File: src/hdl/rpa_pkg.sv
// shared types, constants and helper functions of the pixel to ascii ramp block
// no dependencies
package rpa_pkg;

    localparam int MAX_ROW_WIDTH = 4096;
    localparam int REPEAT_COUNT  = 3;
    localparam int RAMP_LEVELS   = 10;

    localparam int SAMPLE_W    = 8;
    localparam int ROW_W       = 13;
    localparam int CHAR_W      = 7;
    localparam int COL_W       = $clog2(MAX_ROW_WIDTH);
    localparam int IDX_W       = $clog2(RAMP_LEVELS);
    localparam int LUMA_W      = 8;
    localparam int REM_W       = 12;
    localparam int PROD_W      = 24;
    localparam int STEP_W      = $clog2(IDX_W);
    localparam int REP_W       = $clog2(REPEAT_COUNT + 1);
    localparam int CFG_INDEX_W = 4;
    localparam int CFG_DATA_W  = 13;
    localparam int QUEUE_DEPTH = 2;
    localparam int PTR_W       = $clog2(QUEUE_DEPTH);
    localparam int CNT_W       = $clog2(QUEUE_DEPTH + 1);

    // luma weights, 16-bit fixed point, summing to 65536
    localparam logic [15:0] COEF_R = 16'd19595;
    localparam logic [15:0] COEF_G = 16'd38470;
    localparam logic [15:0] COEF_B = 16'd7471;

    localparam logic [CHAR_W-1:0] NEWLINE_CODE = 7'd10;
    localparam logic [IDX_W-1:0]  TOP_INDEX    = IDX_W'(RAMP_LEVELS - 1);

    // configuration register indexes
    localparam logic [CFG_INDEX_W-1:0] CFG_MAX_SAMPLE = CFG_INDEX_W'(0);
    localparam logic [CFG_INDEX_W-1:0] CFG_ROW_WIDTH  = CFG_INDEX_W'(1);

    // classified pixel: ramp index and end-of-row mark
    typedef struct packed {
        logic [IDX_W-1:0] idx;
        logic             row_end;
    } cls_t;

    typedef enum logic [2:0] {
        DIV_IDLE = 3'b001,
        DIV_RUN  = 3'b010,
        DIV_DONE = 3'b100
    } div_state_t;

    // brightness ramp " .:-=+*%@#"
    function automatic logic [CHAR_W-1:0] ramp_code(input logic [IDX_W-1:0] idx);
        logic [CHAR_W-1:0] code;
        case (idx)
            4'd0:    code = 7'd32;
            4'd1:    code = 7'd46;
            4'd2:    code = 7'd58;
            4'd3:    code = 7'd45;
            4'd4:    code = 7'd61;
            4'd5:    code = 7'd43;
            4'd6:    code = 7'd42;
            4'd7:    code = 7'd37;
            4'd8:    code = 7'd64;
            default: code = 7'd35;
        endcase
        return code;
    endfunction

    // zero width acts as one, oversize widths clip to the maximum
    function automatic logic [ROW_W-1:0] eff_width(input logic [ROW_W-1:0] w);
        logic [ROW_W-1:0] res;
        res = w;
        if (w == '0)
            res = ROW_W'(1);
        else if (int'(w) > MAX_ROW_WIDTH)
            res = ROW_W'(MAX_ROW_WIDTH);
        return res;
    endfunction

endpackage

File: src/hdl/rpa_if.sv
// channel interfaces: pixel input, character output, configuration write
// depends on rpa_pkg
interface rpa_pixel_if;
    logic                          valid;
    logic                          ready;
    logic [rpa_pkg::SAMPLE_W-1:0]  red;
    logic [rpa_pkg::SAMPLE_W-1:0]  green;
    logic [rpa_pkg::SAMPLE_W-1:0]  blue;

    modport source (output valid, red, green, blue, input ready);
    modport sink   (input valid, red, green, blue, output ready);
endinterface

interface rpa_char_if;
    logic                        valid;
    logic                        ready;
    logic [rpa_pkg::CHAR_W-1:0]  char_code;
    logic                        last_of_pixel;

    modport source (output valid, char_code, last_of_pixel, input ready);
    modport sink   (input valid, char_code, last_of_pixel, output ready);
endinterface

interface rpa_cfg_if;
    logic                             valid;
    logic                             ready;
    logic [rpa_pkg::CFG_INDEX_W-1:0]  index;
    logic [rpa_pkg::CFG_DATA_W-1:0]   data;

    modport source (output valid, index, data, input ready);
    modport sink   (input valid, index, data, output ready);
endinterface

File: src/hdl/rpa_div.sv
// ramp index divider: (luma * 10) / max_sample, one quotient bit per cycle
// clamps to the top ramp level when luma reaches max_sample; depends on rpa_pkg
module rpa_div (
    input  logic                         clk,
    input  logic                         rst_n,
    input  logic                         start_valid,
    output logic                         start_ready,
    input  logic [rpa_pkg::LUMA_W-1:0]   luma,
    input  logic                         row_end,
    input  logic [rpa_pkg::SAMPLE_W-1:0] max_sample,
    output logic                         res_valid,
    output rpa_pkg::cls_t                res,
    input  logic                         res_ready
);

    rpa_pkg::div_state_t              state_reg, state_next;
    logic [rpa_pkg::REM_W-1:0]        rem_reg, rem_next;
    logic [rpa_pkg::IDX_W-1:0]        quo_reg, quo_next;
    logic [rpa_pkg::STEP_W-1:0]       step_reg, step_next;
    logic                             row_end_reg, row_end_next;
    logic                             start_fire;
    logic                             ld_clamp;
    logic [rpa_pkg::REM_W-1:0]        ld_rem;
    logic [rpa_pkg::REM_W-1:0]        dsh;

    assign start_ready = (state_reg == rpa_pkg::DIV_IDLE)
                      || ((state_reg == rpa_pkg::DIV_DONE) && res_ready);
    assign start_fire  = start_valid && start_ready;

    // luma at or above the divisor (zero divisor too) gives the top level
    assign ld_clamp = ({1'b0, luma} >= {1'b0, max_sample});
    // luma * 10 as shift and add
    assign ld_rem   = (rpa_pkg::REM_W'(luma) << 3) + (rpa_pkg::REM_W'(luma) << 1);
    // divisor aligned to the current quotient bit
    assign dsh      = rpa_pkg::REM_W'(max_sample) << step_reg;

    // sequencer and restoring step
    always_comb
    begin
        state_next   = state_reg;
        rem_next     = rem_reg;
        quo_next     = quo_reg;
        step_next    = step_reg;
        row_end_next = row_end_reg;
        case (state_reg)
            rpa_pkg::DIV_RUN:
            begin
                if (rem_reg >= dsh)
                begin
                    rem_next           = rem_reg - dsh;
                    quo_next[step_reg] = 1'b1;
                end
                if (step_reg == '0)
                    state_next = rpa_pkg::DIV_DONE;
                else
                    step_next = step_reg - rpa_pkg::STEP_W'(1);
            end
            rpa_pkg::DIV_DONE:
            begin
                if (res_ready)
                    state_next = rpa_pkg::DIV_IDLE;
            end
            default:
            begin
                state_next = rpa_pkg::DIV_IDLE;
            end
        endcase
        // new operand, from idle or straight after a handed-off result
        if (start_fire)
        begin
            row_end_next = row_end;
            rem_next     = ld_rem;
            step_next    = rpa_pkg::STEP_W'(rpa_pkg::IDX_W - 1);
            if (ld_clamp)
            begin
                quo_next   = rpa_pkg::TOP_INDEX;
                state_next = rpa_pkg::DIV_DONE;
            end
            else
            begin
                quo_next   = '0;
                state_next = rpa_pkg::DIV_RUN;
            end
        end
    end

    // control state
    always_ff @(posedge clk or negedge rst_n)
    begin
        if (!rst_n)
            state_reg <= rpa_pkg::DIV_IDLE;
        else
            state_reg <= state_next;
    end

    // datapath
    always_ff @(posedge clk)
    begin
        rem_reg     <= rem_next;
        quo_reg     <= quo_next;
        step_reg    <= step_next;
        row_end_reg <= row_end_next;
    end

    assign res_valid   = (state_reg == rpa_pkg::DIV_DONE);
    assign res.idx     = quo_reg;
    assign res.row_end = row_end_reg;

endmodule

File: src/hdl/rpa_front.sv
// front end: accepts pixels, computes luma, tracks the column, classifies
// depends on rpa_pkg, rpa_if and rpa_div
module rpa_front (
    input  logic                         clk,
    input  logic                         rst_n,
    rpa_pixel_if.sink                    pixel,
    input  logic [rpa_pkg::SAMPLE_W-1:0] max_sample,
    input  logic [rpa_pkg::ROW_W-1:0]    row_width,
    output logic                         cls_valid,
    output rpa_pkg::cls_t                cls,
    input  logic                         cls_ready
);

    logic [rpa_pkg::COL_W-1:0]   col_reg, col_next;
    logic                        p_valid_reg, p_valid_next;
    logic [rpa_pkg::PROD_W-1:0]  prod_r_reg, prod_g_reg, prod_b_reg;
    logic                        p_row_end_reg;
    logic                        l_valid_reg, l_valid_next;
    logic [rpa_pkg::LUMA_W-1:0]  luma_reg;
    logic                        l_row_end_reg;
    logic                        accept;
    logic                        row_end_now;
    logic [rpa_pkg::PROD_W-1:0]  luma_sum;
    logic                        div_ready;
    logic                        l_take, l_free, p_move, p_free;

    // stage handoff
    assign l_take      = l_valid_reg && div_ready;
    assign l_free      = !l_valid_reg || l_take;
    assign p_move      = p_valid_reg && l_free;
    assign p_free      = !p_valid_reg || p_move;
    assign pixel.ready = p_free;
    assign accept      = pixel.valid && p_free;

    // end of row when this pixel fills the effective width
    assign row_end_now = (rpa_pkg::ROW_W'(col_reg) + rpa_pkg::ROW_W'(1))
                      >= rpa_pkg::eff_width(row_width);

    always_comb
    begin
        col_next = col_reg;
        if (accept)
        begin
            if (row_end_now)
                col_next = '0;
            else
                col_next = col_reg + rpa_pkg::COL_W'(1);
        end
    end

    assign p_valid_next = accept ? 1'b1 : (p_move ? 1'b0 : p_valid_reg);
    assign l_valid_next = p_move ? 1'b1 : (l_take ? 1'b0 : l_valid_reg);

    // weighted sum; top byte is the luma
    assign luma_sum = prod_r_reg + prod_g_reg + prod_b_reg;

    // control state
    always_ff @(posedge clk or negedge rst_n)
    begin
        if (!rst_n)
        begin
            col_reg     <= '0;
            p_valid_reg <= 1'b0;
            l_valid_reg <= 1'b0;
        end
        else
        begin
            col_reg     <= col_next;
            p_valid_reg <= p_valid_next;
            l_valid_reg <= l_valid_next;
        end
    end

    // product stage and luma stage
    always_ff @(posedge clk)
    begin
        if (accept)
        begin
            prod_r_reg    <= rpa_pkg::PROD_W'(rpa_pkg::COEF_R) * rpa_pkg::PROD_W'(pixel.red);
            prod_g_reg    <= rpa_pkg::PROD_W'(rpa_pkg::COEF_G) * rpa_pkg::PROD_W'(pixel.green);
            prod_b_reg    <= rpa_pkg::PROD_W'(rpa_pkg::COEF_B) * rpa_pkg::PROD_W'(pixel.blue);
            p_row_end_reg <= row_end_now;
        end
        if (p_move)
        begin
            luma_reg      <= luma_sum[rpa_pkg::PROD_W-1 -: rpa_pkg::LUMA_W];
            l_row_end_reg <= p_row_end_reg;
        end
    end

    rpa_div u_div (
        .clk         (clk),
        .rst_n       (rst_n),
        .start_valid (l_valid_reg),
        .start_ready (div_ready),
        .luma        (luma_reg),
        .row_end     (l_row_end_reg),
        .max_sample  (max_sample),
        .res_valid   (cls_valid),
        .res         (cls),
        .res_ready   (cls_ready)
    );

endmodule

File: src/hdl/rpa_fifo.sv
// short queue of classified pixels between front and back end
// depends on rpa_pkg
module rpa_fifo (
    input  logic           clk,
    input  logic           rst_n,
    input  logic           push_valid,
    output logic           push_ready,
    input  rpa_pkg::cls_t  push_data,
    output logic           pop_valid,
    input  logic           pop_ready,
    output rpa_pkg::cls_t  pop_data
);

    rpa_pkg::cls_t              mem_reg [rpa_pkg::QUEUE_DEPTH];
    logic [rpa_pkg::PTR_W-1:0]  wr_ptr_reg, wr_ptr_next;
    logic [rpa_pkg::PTR_W-1:0]  rd_ptr_reg, rd_ptr_next;
    logic [rpa_pkg::CNT_W-1:0]  count_reg, count_next;
    logic                       push, pop;

    assign push_ready = (count_reg != rpa_pkg::CNT_W'(rpa_pkg::QUEUE_DEPTH));
    assign pop_valid  = (count_reg != '0);
    assign push       = push_valid && push_ready;
    assign pop        = pop_valid && pop_ready;
    assign pop_data   = mem_reg[rd_ptr_reg];

    // pointer wrap and fill count
    always_comb
    begin
        wr_ptr_next = wr_ptr_reg;
        rd_ptr_next = rd_ptr_reg;
        count_next  = count_reg;
        if (push)
            wr_ptr_next = (wr_ptr_reg == rpa_pkg::PTR_W'(rpa_pkg::QUEUE_DEPTH - 1))
                        ? '0 : wr_ptr_reg + rpa_pkg::PTR_W'(1);
        if (pop)
            rd_ptr_next = (rd_ptr_reg == rpa_pkg::PTR_W'(rpa_pkg::QUEUE_DEPTH - 1))
                        ? '0 : rd_ptr_reg + rpa_pkg::PTR_W'(1);
        if (push && !pop)
            count_next = count_reg + rpa_pkg::CNT_W'(1);
        else if (pop && !push)
            count_next = count_reg - rpa_pkg::CNT_W'(1);
    end

    always_ff @(posedge clk or negedge rst_n)
    begin
        if (!rst_n)
        begin
            wr_ptr_reg <= '0;
            rd_ptr_reg <= '0;
            count_reg  <= '0;
        end
        else
        begin
            wr_ptr_reg <= wr_ptr_next;
            rd_ptr_reg <= rd_ptr_next;
            count_reg  <= count_next;
        end
    end

    // entry storage
    always_ff @(posedge clk)
    begin
        if (push)
            mem_reg[wr_ptr_reg] <= push_data;
    end

endmodule

File: src/hdl/rpa_back.sv
// back end: emits the ramp character repeatedly, then a newline at row end
// depends on rpa_pkg and rpa_if
module rpa_back (
    input  logic           clk,
    input  logic           rst_n,
    input  logic           q_valid,
    output logic           q_ready,
    input  rpa_pkg::cls_t  q_data,
    rpa_char_if.source     chars
);

    logic                         cur_valid_reg, cur_valid_next;
    logic [rpa_pkg::CHAR_W-1:0]   cur_code_reg;
    logic                         cur_row_end_reg;
    logic [rpa_pkg::REP_W-1:0]    rep_reg;
    logic                         out_valid_reg, out_valid_next;
    logic [rpa_pkg::CHAR_W-1:0]   out_char_reg;
    logic                         out_last_reg;
    logic                         load_out, is_nl, slot_last, cur_done, cur_free, pop;
    logic [rpa_pkg::CHAR_W-1:0]   slot_char;

    // output register takes the next character when empty or being drained
    assign load_out  = cur_valid_reg && (!out_valid_reg || chars.ready);
    assign is_nl     = (rep_reg == rpa_pkg::REP_W'(rpa_pkg::REPEAT_COUNT));
    assign slot_char = is_nl ? rpa_pkg::NEWLINE_CODE : cur_code_reg;
    assign slot_last = is_nl
                    || ((rep_reg == rpa_pkg::REP_W'(rpa_pkg::REPEAT_COUNT - 1))
                        && !cur_row_end_reg);
    assign cur_done  = load_out && slot_last;
    assign cur_free  = !cur_valid_reg || cur_done;
    assign q_ready   = cur_free;
    assign pop       = q_valid && cur_free;

    assign cur_valid_next = pop ? 1'b1 : (cur_done ? 1'b0 : cur_valid_reg);
    assign out_valid_next = load_out ? 1'b1 : (chars.ready ? 1'b0 : out_valid_reg);

    always_ff @(posedge clk or negedge rst_n)
    begin
        if (!rst_n)
        begin
            cur_valid_reg <= 1'b0;
            out_valid_reg <= 1'b0;
        end
        else
        begin
            cur_valid_reg <= cur_valid_next;
            out_valid_reg <= out_valid_next;
        end
    end

    // current pixel and character slot counter
    always_ff @(posedge clk)
    begin
        if (pop)
        begin
            cur_code_reg    <= rpa_pkg::ramp_code(q_data.idx);
            cur_row_end_reg <= q_data.row_end;
            rep_reg         <= '0;
        end
        else if (load_out)
        begin
            rep_reg <= rep_reg + rpa_pkg::REP_W'(1);
        end
        if (load_out)
        begin
            out_char_reg <= slot_char;
            out_last_reg <= slot_last;
        end
    end

    assign chars.valid         = out_valid_reg;
    assign chars.char_code     = out_char_reg;
    assign chars.last_of_pixel = out_last_reg;

endmodule

File: src/hdl/rgb_pixel_to_ascii_ramp.sv
// top level of the pixel to ascii ramp block: front end, queue and back end; needs rpa_pkg, rpa_if
// path: product stage, luma stage, divider, queue, back end pixel register, output register
// the divider takes no new pixel until it hands off its result; its 4-step quotient loop, skipped
//   when luma reaches max_sample, bounds the pixel rate; 3 or 4 characters leave per pixel
// reset: rst_n async active low clears column count, queue and handshakes;
//   max_sample returns to 255 and row_width to 640
module rgb_pixel_to_ascii_ramp (
    input  logic        clk,
    input  logic        rst_n,
    rpa_pixel_if.sink   pixel,
    rpa_char_if.source  chars,
    rpa_cfg_if.sink     cfg
);

    logic [rpa_pkg::SAMPLE_W-1:0]  max_sample_reg, max_sample_next;
    logic [rpa_pkg::ROW_W-1:0]     row_width_reg, row_width_next;
    logic                          cfg_fire;
    logic                          f_valid, f_ready;
    rpa_pkg::cls_t                 f_data;
    logic                          q_valid, q_ready;
    rpa_pkg::cls_t                 q_data;

    // configuration writes, unknown indexes ignored
    assign cfg.ready = 1'b1;
    assign cfg_fire  = cfg.valid;

    always_comb
    begin
        max_sample_next = max_sample_reg;
        row_width_next  = row_width_reg;
        if (cfg_fire)
        begin
            case (cfg.index)
                rpa_pkg::CFG_MAX_SAMPLE: max_sample_next = cfg.data[rpa_pkg::SAMPLE_W-1:0];
                rpa_pkg::CFG_ROW_WIDTH:  row_width_next  = cfg.data[rpa_pkg::ROW_W-1:0];
                default:                 max_sample_next = max_sample_reg;
            endcase
        end
    end

    always_ff @(posedge clk or negedge rst_n)
    begin
        if (!rst_n)
        begin
            max_sample_reg <= rpa_pkg::SAMPLE_W'(255);
            row_width_reg  <= rpa_pkg::ROW_W'(640);
        end
        else
        begin
            max_sample_reg <= max_sample_next;
            row_width_reg  <= row_width_next;
        end
    end

    // classify
    rpa_front u_front (
        .clk        (clk),
        .rst_n      (rst_n),
        .pixel      (pixel),
        .max_sample (max_sample_reg),
        .row_width  (row_width_reg),
        .cls_valid  (f_valid),
        .cls        (f_data),
        .cls_ready  (f_ready)
    );

    // decoupling queue
    rpa_fifo u_fifo (
        .clk        (clk),
        .rst_n      (rst_n),
        .push_valid (f_valid),
        .push_ready (f_ready),
        .push_data  (f_data),
        .pop_valid  (q_valid),
        .pop_ready  (q_ready),
        .pop_data   (q_data)
    );

    // emit characters
    rpa_back u_back (
        .clk     (clk),
        .rst_n   (rst_n),
        .q_valid (q_valid),
        .q_ready (q_ready),
        .q_data  (q_data),
        .chars   (chars)
    );

endmodule

File: src/flat_wrapper.sv
// flat-port wrapper written by rule: the top's interface ports become plain ports
module rgb_pixel_to_ascii_ramp_flat 
  (clk, rst_n, pixel_valid, pixel_red, pixel_green, pixel_blue, pixel_ready, chars_valid, chars_char_code, chars_last_of_pixel, chars_ready, cfg_valid, cfg_index, cfg_data, cfg_ready);
  rpa_pixel_if pixel_i ();
  rpa_char_if chars_i ();
  rpa_cfg_if cfg_i ();
  input  logic clk;
  input  logic rst_n;
  input wire logic [$bits(pixel_i.valid)-1:0] pixel_valid;
  input wire logic [$bits(pixel_i.red)-1:0] pixel_red;
  input wire logic [$bits(pixel_i.green)-1:0] pixel_green;
  input wire logic [$bits(pixel_i.blue)-1:0] pixel_blue;
  output wire logic [$bits(pixel_i.ready)-1:0] pixel_ready;
  output wire logic [$bits(chars_i.valid)-1:0] chars_valid;
  output wire logic [$bits(chars_i.char_code)-1:0] chars_char_code;
  output wire logic [$bits(chars_i.last_of_pixel)-1:0] chars_last_of_pixel;
  input wire logic [$bits(chars_i.ready)-1:0] chars_ready;
  input wire logic [$bits(cfg_i.valid)-1:0] cfg_valid;
  input wire logic [$bits(cfg_i.index)-1:0] cfg_index;
  input wire logic [$bits(cfg_i.data)-1:0] cfg_data;
  output wire logic [$bits(cfg_i.ready)-1:0] cfg_ready;
  assign pixel_i.valid = pixel_valid;
  assign pixel_i.red = pixel_red;
  assign pixel_i.green = pixel_green;
  assign pixel_i.blue = pixel_blue;
  assign pixel_ready = pixel_i.ready;
  assign chars_valid = chars_i.valid;
  assign chars_char_code = chars_i.char_code;
  assign chars_last_of_pixel = chars_i.last_of_pixel;
  assign chars_i.ready = chars_ready;
  assign cfg_i.valid = cfg_valid;
  assign cfg_i.index = cfg_index;
  assign cfg_i.data = cfg_data;
  assign cfg_ready = cfg_i.ready;
  rgb_pixel_to_ascii_ramp u_core (.clk(clk), .rst_n(rst_n), .pixel(pixel_i), .chars(chars_i), .cfg(cfg_i));
endmodule
File: config.mk
export PLATFORM = sky130hd
export DESIGN_NAME = rgb_pixel_to_ascii_ramp_flat
export DESIGN_NICKNAME = d
export VERILOG_FILES = /design/src/hdl/rpa_pkg.sv /design/src/hdl/rpa_if.sv /design/src/hdl/rpa_div.sv /design/src/hdl/rpa_front.sv /design/src/hdl/rpa_fifo.sv /design/src/hdl/rpa_back.sv /design/src/hdl/rgb_pixel_to_ascii_ramp.sv /design/src/flat_wrapper.sv
export SDC_FILE = /design/constraint.sdc
export NUM_CORES = 1
export LEC_CHECK = 0
export ABC_CLOCK_PERIOD_IN_PS = 9590
export BUFFER_PORTS_ARGS = -buffer_cell sky130_fd_sc_hd__buf_4
export CORE_ASPECT_RATIO = 0.6
export CORE_MARGIN = 1.5
export CORE_UTILIZATION = 49
export DETAILED_ROUTE_END_ITERATION = 10
export HOLD_SLACK_MARGIN = 0.02
export PLACE_DENSITY = 0.71
export SLEW_MARGIN = 20
export SYNTH_ARGS = -nofsm -noshare
export SYNTH_HDL_FRONTEND = slang
export SYNTH_SLANG_ARGS = --single-unit
File: constraint.sdc
create_clock -name clk -period 9.59 [get_ports clk]
set_clock_uncertainty 0.2 [all_clocks]
set_input_delay 0.959 -clock clk [delete_from_list [all_inputs] [get_ports clk]]
set_output_delay 0.959 -clock clk [all_outputs]
set_load 0.03 [all_outputs]
== After elaboration in Yosys (flattened, before gate mapping) ==
Memory sizes are Yosys's and may differ from the RTL's. A register that Yosys moved wholly into a read port is not among the register bits.
Index checks and enable logic that the tools add are counted.

* Add/subtract/negate cells: 12
* Multipliers: 3
* Magnitude comparators: 6
* Equal/unequal tests: 9
* Shift-type cells: 1
* Mux-type cells: 31
* Bitwise operators: 2
* Reduce and logical (&&, ||, !) cells: 40

{| class="wikitable"
|+ Operator list
! cell !! count
|-
| 12-bit 2-to-1 mux || 4
|-
| 15-bit by 8-bit multiplier with 23-bit output (first input constant) || 2
|-
| 13-bit 2-to-1 mux || 2
|-
| 23-bit by 24-bit adder with 24-bit output || 1
|-
| 24-bit by 21-bit adder with 24-bit output || 1
|-
| 13-bit by 8-bit multiplier with 21-bit output (first input constant) || 1
|-
| 4-bit 2-to-1 mux || 4
|-
| 2-bit nonzero test || 8
|-
| 12-bit by 1-bit adder with 13-bit output (second input constant) || 1
|-
| 13-bit greater-or-equal comparator || 1
|-
| 13-bit > comparator (second input constant) || 1
|-
| 13-bit logical NOT || 1
|-
| 1-bit 2-to-1 mux || 13
|-
| 11-bit by 9-bit adder with 12-bit output || 1
|-
| 12-bit by 1-bit adder with 12-bit output (second input constant) || 1
|-
| 12-bit greater-or-equal comparator || 1
|-
| 3-bit 2-to-1 mux || 4
|-
| 8-bit by 2-bit left shift with 12-bit output || 1
|-
| 12-bit subtractor || 1
|-
| 1-bit logical AND || 11
|-
| 2-bit AND reduction || 5
|-
| 8-bit greater-or-equal comparator || 1
|-
| 1-bit logical NOT || 7
|-
| 1-bit logical OR || 6
|-
| 20 further kinds || 25
|}

* Flip-flop bits (word level): 151
* RAM bits: 10
* Bits in read-only memories: 112
* Output and inout port bits: 11
* Word-level logic and storage cells: 131
* Memories: 2

{| class="wikitable"
|+ Memories
! memory !! depth !! bits a word !! read ports !! clocked after Yosys merged registers in !! wr ports !! line !! source
|-
| (name not given) || 16 || 7 || 1 || 1 || 0 || rpa_pkg.sv:52 || <nowiki>case (idx)</nowiki>
|-
| u_core.u_fifo.mem_reg || 2 || 5 || 1 || 0 || 1 || rpa_fifo.sv:14 || <nowiki>rpa_pkg::cls_t mem_reg [rpa_pkg::QUEUE_DEPTH];</nowiki>
|}

== Depth between registers and ports, before layout ==
Gate-level depths: netlist (run 1).

* Depth after elaboration: 9
* Depth in mapped cells: 14

== Modules after synthesis ==
A second synthesis (run 1) with hierarchy kept.

* Cells, all modules: 1391
* Area, all modules: 14929.3 sq um

{| class="wikitable"
|+ Modules (own cells, without submodules)
! module !! instances !! cells each !! area an instance (sq um)
|-
| rpa_front || 1 || 991 || 10422.5
|-
| rpa_div || 1 || 247 || 2099.5
|-
| rpa_back || 1 || 70 || 939.7
|-
| rgb_pixel_to_ascii_ramp || 1 || 49 || 894.6
|-
| rpa_fifo || 1 || 34 || 573.0
|}

== Least setup slack after synthesis (run 1) ==
Ideal clock, no wire load.

* Kind: input to register
* Start: input port pixel_blue[5]
* End: register u_core.u_front.prod_b_reg[19] in the netlist's numbering (data pin)
* Setup time: 180 ps
* Arrival time: 4488 ps
* Setup slack: 4722 ps
* Cell stages on the path: 12
* Path buffers: 0
* Cell sequence: fa_1 -> fa_1 -> inv_1 -> fa_1 -> fa_1 -> inv_1 -> ha_1 -> or3_1 -> o2111a_1 -> o21a_1 -> a31o_1 -> o311ai_1

* Word-level cells in the longest chain between the ends: 1

{| class="wikitable"
|+ RTL lines
! what !! line !! source
|-
| from (decl) || flat_wrapper.sv:12 || <nowiki>input wire logic [$bits(pixel_i.blue)-1:0] pixel_blue;</nowiki>
|-
| 13-bit by 8-bit multiplier with 21-bit output || rpa_front.sv:81 || <nowiki>prod_b_reg <= rpa_pkg::PROD_W'(rpa_pkg::COEF_B) * rpa_pkg::PROD_W'(pixel.blue);</nowiki>
|-
| to (signal assigned) || rpa_front.sv:81 ||
|-
| to (decl) || rpa_front.sv:16 || <nowiki>logic [rpa_pkg::PROD_W-1:0] prod_r_reg, prod_g_reg, prod_b_reg;</nowiki>
|}

Every way passes these cells.
A chain may end at the register's enable or synchronous reset.

== Final worst setup path (run 1) ==
* Start: input port pixel_blue[5]
* End: register u_core.u_front.prod_b_reg[20] in the netlist's numbering (data pin)

The elaborated chain is that of the path after synthesis.

==> flow_metrics.py, run 1 <==
metrics = {
    "hold_path": {
        "holdPathEnd": "u_core.u_front.l_row_end_reg",
        "hold_depth": 0,
        "min_from": "u_core.u_front.p_row_end_reg",
        "hold_path_class": "flip-flop to flip-flop",
    },
    "placed_design": {
        "place_area_um2": 15600,
        "dpl.hpwl_mm": 25.4,
        "io_buffers": 55,
        "finalWeightedCongestion": 0.965,
        "place_inst": 1829,
    },
    "sta": {
        "setup_tns_ps": 0,
        "rsz0062_at_grt": "false",
        "drv_slew": 0,
        "setup_viol": 0,
        "period_needed_ps": 5040,
        "fmax_ghz": 0.199,
        "max_slew.worst_pin.slew_ps": 990,
        "finalCritPeriodShare_pct": 52.5,
        "hold_viol": 0,
        "slew_headroom_pct": 34.0,
    },
    "synthesis": {
        "ys_warn_count": 0,
        "yosys.cell_types.count": 76,
        "synthArstFlopShare_pct": 26.2,
        "synthCells": 1391,
        "synth-seq-cells": 168,
        "ys.flop_type": "edfxtp_1",
        "ys_seq_area_share_pct": 32.6,
        "synth_edf_count": 120,
        "synth_area_um2": 14700,
        "synth_nets": 1773,
        "syn_area_per_cell_um2": 10.6,
    },
    "clock_network": {
        "cts_made_buffers": 17,
        "post_cts_resized": 0,
        "clockBufferDepth": 2,
        "clkLatencyLatePin_ps": 440,
        "cts_setup_buffers": 0,
        "hold_buffers": 0,
        "clk_pin_slew_worst_paths_ps": 70,
        "cts_sinks": 168,
        "htreeDepth": 4,
        "cts_tree": "done",
        "cts-root-buf": "clkbuf_16",
    },
    "floorplan": {
        "io_pins": 57,
        "start_util_pct": 50.5,
        "die_area_um2": 31100,
        "core_region_area_um2": 29100,
        "fp.dieW_um": 227,
        "die_h_um": 137,
        "rows": 48,
    },
    "setup_path": {
        "crit_type": "input port to flip-flop",
        "start_kind": "input port",
        "worstPathMaxFanout": 6,
        "crit_required_ps": 9580,
        "r2r-start": "u_core.u_front.u_div.step_reg[0]",
        "r2r_cells": 11,
        "reg2reg_slack_ps": 5710,
        "crit_path_end_kind": "flip-flop",
        "crit_arrival_ps": 5030,
        "reg2reg_to": "u_core.u_front.u_div.rem_reg[0]",
    },
    "grt": {
        "grt_usage_pct": 21.7,
        "grt_pass1_wl_mm": 51.9,
        "met1_usage_pct": 34.8,
        "met3_usage_pct": 5.95,
        "grt_pass1_vias": 9885,
        "use_met2_pct": 28.6,
        "antenna_found_initial": 1,
        "grt_overflow_total": 0,
        "grt_max_degree": 74,
        "grt_busiest_layer": "met1",
    },
    "layout": {
        "drive_above_1_share_pct": 8.21,
        "final-instance-count-excl-fill": 1861,
        "area_delta_synth_final_pct": 9.89,
        "multi_input_area_um2": 9200,
        "fillers": 2486,
        "mostFrequentLayoutCell": "ha_1",
        "final_cell_mix": "252 x ha_1, 168 x inv_1, 120 x edfxtp_1, 93 x nand2_1, 84 x fa_1",
        "final_util_pct": 55.5,
        "stdcell_area_um2": 16200,
        "seqCellArea_um2": 4800,
        "final_nets": 1830,
        "num_antenna_cells": 0,
    },
    "power_and_ir_drop": {
        "switching_power_uw": 2420,
        "vdd_drop_max_mv": 0.173,
        "seq_power_share_pct": 27.9,
        "clockPowerShare_pct": 12.6,
        "power_density_nw_per_um2": 342,
        "intPower_uw": 3100,
        "p_sw_share_pct": 43.9,
        "finalPower_uw": 5520,
        "combPwrFrac_pct": 59.5,
        "leakagePower_uw": 0.00750,
    },
    "route": {
        "drc": 0,
        "firstDrtPassIters": 5,
        "drt_iter0_drc": 750,
        "vias": 10295,
        "ant_nets": 0,
        "post_drt_wl_per_cell_um": 17.1,
        "via_per_inst": 5.53,
        "totalWireLength_mm": 31.8,
    },
    "job": {
        "max-cap-violations": 0,
    },
    "run_status": {
        "status": "finished clean",
    },
}
==> power by group through the flow <==
stage	logic (µW)	registers (µW)	clock network (µW)
2_1_floorplan	2520	1470	0
3_3_place_gp	3140	1540	0
3_5_place_dp	3220	1550	0
4_1_cts	3260	1540	707
5_1_grt	3700	1580	734
6_report	3290	1540	694
==> kinds of logic after synthesis <==
kind of cell | after synthesis | synth area share, %
AOI/OAI and AO/OA | 289 | 13.1
xor gates and xnor gates | 78 | 4.64
adders and majority gates | 336 | 32.9
buffers and inverters | 193 | 4.97
DFF | 168 | 32.6
muxes | 28 | 2.05
other | 1 | 0.0255
and+or+nand+nor | 298 | 9.77
==> area by class of cell <==
class | count | share of cell area (%)
Clock buffer | 20 | 2.96
Sequential cell | 168 | 29.7
Clock inverter | 12 | 0.689
Timing Repair Buffer | 58 | 2.69
Inverter | 173 | 4.02
Multi-Input combinational cell | 1030 | 56.9
Tap cell | 400 | 3.10
==> per-stage QoR <==
stage,hold WS (ps),setup WS (ps)
after floorplan,200,4720
after global placement,206,4250
after detailed placement,209,4160
after CTS,227,4630
after global routing,241,4410
final,230,4550
==> cells in the mapped netlist, types with 32 or more instances <==
cell type	number	share of area [%]
ha_1	252	21
nand2_1	93	2.4
nor2_1	67	1.7
o21ai_0	39	1.3
a21oi_1	52	1.8
dfrtp_1	33	5.6
fa_1	84	11
xnor2_1	51	3.0
o21ai_1	35	1.2
a21o_1	32	1.6
inv_1	168	4.3
edfxtp_1	120	24
==> critical path: stages <==
cell and delay [ps]:
buf_4 140, fa_1 570, fa_1 580, inv_1 60, fa_1 480, fa_1 540
inv_1 40, ha_1 330, o21a_1 130, o21ai_1 80, nor4_1 580, o211ai_1 210
a32oi_1 240, xnor2_1 80
==> how the worst max path moves through the flow <==
stage,to,slack [ps],start,depth (start not counted)
finish,u_core.u_front.prod_b_reg[20],4550,pixel_blue[5],14
global route,u_core.u_front.prod_b_reg[20],4410,pixel_blue[5],14
CTS,u_core.u_front.prod_b_reg[20],4630,pixel_blue[5],14
detailed placement,u_core.u_front.prod_b_reg[20],4160,pixel_blue[5],14
global placement,u_core.u_front.prod_b_reg[20],4250,pixel_blue[5],14
floorplan,u_core.u_front.prod_b_reg[19],4720,pixel_blue[5],12
==> per-layer routing <==
layer / part of all wire [%] / wire length, µm
met1: 54 / 17200
met2: 38 / 12000
met3: 7.3 / 2320
met4: 0.59 / 189
met5: 0 / 0
No activity file was read; power rests on OpenSTA's default activity.
==> inputs of run 2 (changes only) <==
- ABC_CLOCK_PERIOD_IN_PS: 9590 -> 4800
- clock period: 9.59 -> 4.8 ns (I/O delays scaled with it)
==> flow_metrics.py, run 2 (synthesis results as in run 1) <==
metrics = {
    "power_and_ir_drop": {
        "p_sw_share_pct": 43.7,
        "switching_power_uw": 4830,
        "intPower_uw": 6230,
        "combPwrFrac_pct": 59.6,
        "clockPowerShare_pct": 12.7,
        "leakagePower_uw": 0.00756,
        "seq_power_share_pct": 27.7,
        "power_density_nw_per_um2": 680,
        "vdd_drop_max_mv": 0.364,
    },
    "setup_path": {
        "crit_path_end_kind": "flip-flop",
        "crit_type": "input port to flip-flop",
        "slowest_stage": "fa_1",
        "start_kind": "input port",
        "crit_required_ps": 4790,
        "path_cells": "buf_4 > fa_1 > fa_1 > inv_1 > fa_1 > fa_1 > inv_1 > ha_1 > o21a_1 > o21ai_1 > nor4_1 > buf_4 > o211ai_1 > a32oi_1 > xnor2_1",
        "path_buf_inv": 4,
        "slowest_delay_ps": 560,
        "crit_family": "adder cells",
        "worstPathMaxFanout": 4,
        "crit_arrival_ps": 4410,
        "path_common_cell": "fa_1",
    },
    "route": {
        "totalWireLength_mm": 31.7,
        "post_drt_wl_per_cell_um": 16.9,
        "vias": 10369,
        "firstDrtPassIters": 5,
        "drc": 0,
        "drt_iter0_drc": 752,
        "ant_nets": 0,
        "via_per_inst": 5.54,
    },
    "layout": {
        "stdcell_area_um2": 16300,
        "final_cell_mix": "252 x ha_1, 168 x inv_1, 120 x edfxtp_1, 93 x nand2_1, 84 x fa_1",
        "area_delta_synth_final_pct": 10.6,
        "final_nets": 1840,
        "drive_above_1_share_pct": 8.70,
        "mostFrequentLayoutCell": "ha_1",
    },
    "sta": {
        "setup_viol": 0,
        "setup_tns_ps": 0,
        "period_needed_ps": 4420,
        "drv_slew": 0,
        "fmax_ghz": 0.226,
        "finalCritPeriodShare_pct": 92.0,
        "hold_viol": 0,
        "slew_headroom_pct": 43.4,
        "max_slew.worst_pin.slew_ps": 841,
        "rsz0062_at_grt": "false",
    },
    "grt": {
        "grt_pass1_vias": 9939,
        "grt_pass1_wl_mm": 52.0,
        "grt_usage_pct": 21.6,
        "grt_overflow_total": 0,
        "antenna_found_initial": 1,
        "grt_max_degree": 65,
    },
    "clock_network": {
        "cts-root-buf": "clkbuf_16",
        "cts_made_buffers": 17,
        "clk_pin_slew_worst_paths_ps": 70,
        "htreeDepth": 4,
        "cts_tree": "done",
        "clkLatencyLatePin_ps": 430,
        "cts_sinks": 168,
        "clockBufferDepth": 2,
    },
    "hold_path": {
        "hold_path_class": "input port to flip-flop",
    },
    "placed_design": {
        "io_buffers": 55,
        "place_area_um2": 15700,
        "finalWeightedCongestion": 0.921,
        "dpl.hpwl_mm": 25.2,
    },
    "floorplan": {
        "core_region_area_um2": 29100,
        "die_area_um2": 31100,
        "start_util_pct": 50.5,
        "fp.dieW_um": 227,
        "die_h_um": 137,
        "rows": 48,
        "io_pins": 57,
    },
    "run_status": {
        "status": "finished clean",
    },
    "job": {
        "max-cap-violations": 0,
    },
}
## run 2: cell count changes in the layout (fill, tap and decap cells not counted), sizes merged
cell / delta
dlygate4sd3: +1
clkbuf: +4
inv: +1
clkinv: -4
bufinv: -1
diode: +1
buf: +9
## run 2: power groups by stage
stage	Sequential, µW	Clock [µW]	Combinational (µW)
finish	3070	1410	6590
global placement	3080	0	6300
CTS	3070	1430	6540
floorplan	2930	0	5030
detailed placement	3080	0	6450
global route	3150	1480	7440
## run 2: final timing paths
path | slack (ps) | depth (start not counted) | start | to
worst min-delay path | 50 | 2 | pixel_valid | u_core.u_front.p_valid_reg
worst max register to register | 840 | 11 | u_core.u_front.u_div.step_reg[0] | u_core.u_front.u_div.rem_reg[1]
worst max-delay path | 380 | 15 | pixel_blue[5] | u_core.u_front.prod_b_reg[20]
min in group asynchronous | 370 | 2 | rst_n | u_core.u_fifo.rd_ptr_reg
max in group asynchronous | 3630 | 2 | rst_n | u_core.max_sample_reg[0]
worst min register to register | 260 | 0 | u_core.u_front.u_div.row_end_reg | u_core.u_fifo.mem_reg[1][0]
## run 2: area by class of cell
type | instances | area (µm²)
clock inverter | 8 | 67.6
inverter | 173 | 649
multi-input combinational | 1030 | 9190
clock buffer | 24 | 538
antenna | 1 | 2.50
tap | 400 | 500
fill | 2481 | 12900
sequential | 168 | 4800
timing repair buffer | 68 | 526
## run 2: metrics by stage
step | utilization, % | instances | setup WS (ps) | total power (µW) | hold WS (ps)
final | 55.9 | 1872 | 382 | 11100 | 49.4
after global routing | 55.9 | 1872 | 246 | 12100 | 46.0
after CTS | 55.9 | 1871 | 439 | 11000 | 35.5
after global placement | 53.8 | 1838 | -29.7 | 9370 | 234
after floorplan | - | 1391 | 411 | 7960 | -15.6
after detailed placement | 53.8 | 1838 | -12.5 | 9530 | 237
## run 2: repair_timing
action                                  CTS  global route
endpoints found under the hold margin    33             0
endpoints found under the setup margin    0             0
setup buffers                             0             0
hold buffers                              1             0
gates resized for setup                   0             0
## run 2: worst reg2reg max path: stages (launching register included)
cell      delay [ps]
dfxtp_1          670
clkinv_1         410
and3_1           270
ha_1             210
fa_1             400
nor2b_1          160
o31a_1           250
o41ai_2          140
a21oi_1          150
o21ai_1           70
a21oi_1          390
buf_4            320
## run 2: per-layer routing
| metal | wire length, µm | track usage [%] | up-vias |
|---|---|---|---|
| li1 | - | - | 5094 |
| met1 | 17200 | 35.0 | 4990 |
| met2 | 11800 | 28.3 | 272 |
| met3 | 2460 | 6.01 | 13 |
| met4 | 230 | 3.26 | 0 |
| met5 | 0 | 0 | - |
